### src/rtl/core/itr_pkg.sv
// itr_pkg: shared types and constants for the interval timer with reload
// no dependencies; imported by the interfaces and all timer modules
package itr_pkg;

    localparam int unsigned TimeW = 32;

    localparam logic [TimeW-1:0] DefaultPeriod = TimeW'(30000);
    localparam logic [TimeW-1:0] AllOnes       = '1;

    // command codes carried in the kind field
    typedef enum logic [2:0] {
        KIND_TICK       = 3'd0,
        KIND_CHECK      = 3'd1,
        KIND_START      = 3'd2,
        KIND_SET_PERIOD = 3'd3,
        KIND_SET_RELOAD = 3'd4,
        KIND_TRIGGER    = 3'd5,
        KIND_DISABLE    = 3'd6,
        KIND_ENABLE     = 3'd7
    } itr_kind_t;

    typedef logic [TimeW-1:0] itr_time_t;

    // status computed from the timer state before an update
    typedef struct packed {
        logic      expired;
        itr_time_t elapsed;
        itr_time_t remaining;
    } itr_status_t;

endpackage

### src/rtl/core/itr_status.sv
// itr_status: expiry flag, elapsed and remaining time from the timer state
// depends on itr_pkg
module itr_status
    import itr_pkg::*;
(
    input  itr_time_t   clock_now,
    input  itr_time_t   start_stamp,
    input  itr_time_t   period_now,
    input  logic        running,
    output itr_status_t status
);

    itr_time_t since;
    logic      over;

    // elapsed time wraps mod 2^32
    assign since = clock_now - start_stamp;
    assign over  = running && (since > period_now);

    always_comb
    begin
        status.expired = over;
        if (!running)
        begin
            status.elapsed   = AllOnes;
            status.remaining = AllOnes;
        end
        else
        begin
            status.elapsed   = since;
            status.remaining = over ? '0 : (period_now - since);
        end
    end

endmodule

### config.mk
export PLATFORM = sky130hd
export DESIGN_NAME = itr_status
export DESIGN_NICKNAME = d
export VERILOG_FILES = /design/src/rtl/core/itr_pkg.sv /design/src/rtl/core/itr_status.sv
export SDC_FILE = /design/constraint.sdc
export NUM_CORES = 1
export LEC_CHECK = 0
export BUFFER_PORTS_ARGS = -buffer_cell sky130_fd_sc_hd__buf_4
export CAP_MARGIN = 20
export CELL_PAD_IN_SITES_DETAIL_PLACEMENT = 0
export CELL_PAD_IN_SITES_GLOBAL_PLACEMENT = 1
export CORE_MARGIN = 2
export CORE_UTILIZATION = 35
export DETAILED_ROUTE_END_ITERATION = 10
export PLACE_DENSITY = 0.89
export SLEW_MARGIN = 5
export SYNTH_ARGS = -nofsm -noshare
export SYNTH_HDL_FRONTEND = slang
export SYNTH_SLANG_ARGS = --single-unit
### constraint.sdc
create_clock -name vclk -period 9.1
set_input_delay 1.82 -clock vclk [all_inputs]
set_output_delay 1.82 -clock vclk [all_outputs]
set_load 0.01 [all_outputs]
==> out/summary.txt <==
outcome: completed
Initial Util: 36.2%
HPWL after DPL: 10,300 um
unrepaired setup endpoints after global routing: no
Max-Slew Margin vs Limit: 54.1%
n_diodes: 0
Synth Area in Adders: 20.3%
Layout Cells excl Fill: 846
Placement Setup Slack: 0.189 ns
DR vias/cell: 5.36
Net count, final: 865
Residual DRC: 0
Achievable Freq: 114 MHz
Synth Area in XOR/XNOR: 13.8%
share of cells above drive strength 1: 27.7%
Hold Worst Slack: 4.04 ns
Min-Delay Path Class: primary input to output pin
DR pass1 iterations: 5
Worst EP required: 7.28 ns
Switching Fraction: 53.4%
Max Cap Viol: 0
Layout clock buffers: 0
Clock Power Share: 0%
Detailed Route WL: 12,000 um
register area: 0 um^2
Synth Area in Simple Gates: 22.1%
Die Span Y: 108 um
vias in the first global route: 4,288
hold endpoint: status[32]
placed cell count: 846
count of flip-flops and latches: 0
PD cells: 126 nW/um^2
Die X: 108 um
Ports: 162
syn_nets: 710
Hold Path Cell Cnt: 4
GRT overflow: 0
antenna violations before repair: 0
Core ar.: 10,400 um^2
crit end category: output pin
Post-DP Area: 5140 um^2
static leakage: 2.60 nW
Final Worst Setup Slack: 0.307 ns
Seq/Total Area, Yosys: 0%
Cell Int Power: 306 uW
Setup-failing EPs final: 0
RePlAce Congestion: 0.875
Tcrit/Tclk final: 96.6%
Cell Rows: 37
WP data arrival: 6.97 ns
worst vdd ir: 0.0507 mV
drt wl/cell: 14.2 um
Power Total: 656 uW
mapped cell area: 3770 um^2
startpoint class of the critical path: primary input
syn avg cell area: 6.77 um^2
vias: 4,531
Period minus WS final: 8.79 ns
Final Instance Area: 5200 um^2
Hold Startpoint: start_stamp[0]
kind of critical path: primary input to output pin
largest family of logic cells by synthesized area: compound AO/OA/AOI/OAI gates
Slew Limit Fails: 0
largest net degree at the start of global routing: 68
Comb power frac: 100.0%
post-synthesis compound-gate area fraction: 35.0%
Synth cell types: 74
crit-path max FO: 18
Port Buf Inserts: 162
Synth Instances: 557
number of DRC markers in iteration 0: 219
sequential power share: 0%
sw power: 350 uW
synth warn: 0
final cell utilization of the core: 49.9%
setup TNS: 0 ns
Die Footprint: 11,600 um^2
first-pass GRT wire length: 19,000 um
number of routed nets with antenna violations: 0
area grow syn2layout: 37.9%
Tightest Pin Transition: 0.684 ns
mux contribution to synthesized area: 1.73%
GRT Util Overall: 19.3%
Final Hold Fails: 0
[power by group through the flow]
stage / Sequential [mW] / Combinational (mW) / Clock, mW
5_1_grt: 0 / 0.722 / 0
3_3_place_gp: 0 / 0.634 / 0
2_1_floorplan: 0 / 0.422 / 0
4_1_cts: 0 / 0.644 / 0
3_5_place_dp: 0 / 0.642 / 0
6_report: 0 / 0.656 / 0
[worst max-delay path by stage]
stage               startpoint  slack, ns  cells past startpoint         end
2_1_floorplan  start_stamp[10]       0.62                     24  status[30]
3_3_place_gp      clock_now[0]       0.23                     24  status[31]
3_5_place_dp      clock_now[4]       0.19                     24  status[26]
4_1_cts           clock_now[4]       0.16                     24  status[26]
5_1_grt           clock_now[4]       0.03                     24  status[30]
6_report         clock_now[12]       0.31                     24  status[30]
[repair_timing]
action / in CTS / in global routing
hold buffers: 0 / 0
setup endpoints to repair: 0 / 6
resized for setup: 0 / 15
setup buffers: 0 / 0
[worst max-delay path, stage by stage]
cell      delay, ns
buf_4          0.11
ha_1           0.39
a21oi_1        0.25
o22ai_1        0.13
a21o_1         0.19
a41o_1         0.23
a31oi_2        0.25
o21a_1         0.16
o21ai_0        0.07
a21o_1         0.20
a21oi_1        0.18
o21ai_0        0.11
nor2_1         0.13
xor2_1         0.28
ha_4           0.28
a21oi_1        0.18
o211ai_1       0.12
a2111o_1       0.44
a311oi_2       0.30
o41a_1         0.26
buf_6          0.18
nor3_1         0.06
or4_1          0.50
buf_4          0.16
[cells in the final DEF, fill, tap and decap left out, types with 6 or more instances in the layout]
| master | instances |
|---|---|
| a21o_1 | 29 |
| a21oi_1 | 43 |
| buf_4 | 169 |
| ha_1 | 53 |
| inv_1 | 51 |
| nand2_1 | 60 |
| nand2b_1 | 13 |
| nand3_1 | 8 |
| nand4_1 | 6 |
| nor2_1 | 37 |
| nor3_1 | 6 |
| o211ai_1 | 9 |
| o21a_1 | 7 |
| o21ai_0 | 47 |
| o21bai_1 | 9 |
| xnor2_1 | 33 |
| xor2_1 | 20 |
[kinds of logic after synthesis]
kind of cell               Yosys count
muxes                                6
adders and majority gates           61
buffers and inverters               68
xor gates and xnor gates            56
and+or+nand+nor                    167
AOI/OAI and AO/OA                  199
[cell usage after synthesis (all sizes together) (6+ instances only)]
cell,instances,area (um^2)
o21ai,51,255
o211ai,10,80.1
a21oi,46,230
o21a,8,61.3
a31oi,7,43.8
nor3,7,40.0
clkbuf,9,33.8
nand2b,13,81.3
inv,51,191
xor2,21,191
a21o,29,218
buf,8,42.5
xnor2,34,305
nand4,6,37.5
o21bai,9,67.6
ha,54,676
nor2,37,139
and2,6,37.5
nand2,61,231
nand3,8,40.0
a211oi,6,45.0
[per-layer routing]
layer	routed length [um]	track usage (%)	up-vias
li1	-	-	2334
met1	5540	25.8	2063
met2	5780	35.1	124
met3	535	0.545	10
met4	121	2.47	0
met5	0	0	-
[cell type report]
type | count | area (um^2)
fillers | 1083 | 5220
multi-input cells | 489 | 3560
repair buffers | 170 | 1280
inverters | 51 | 191
well taps | 136 | 170
Note: power is estimated with default switching activity, not from simulation.
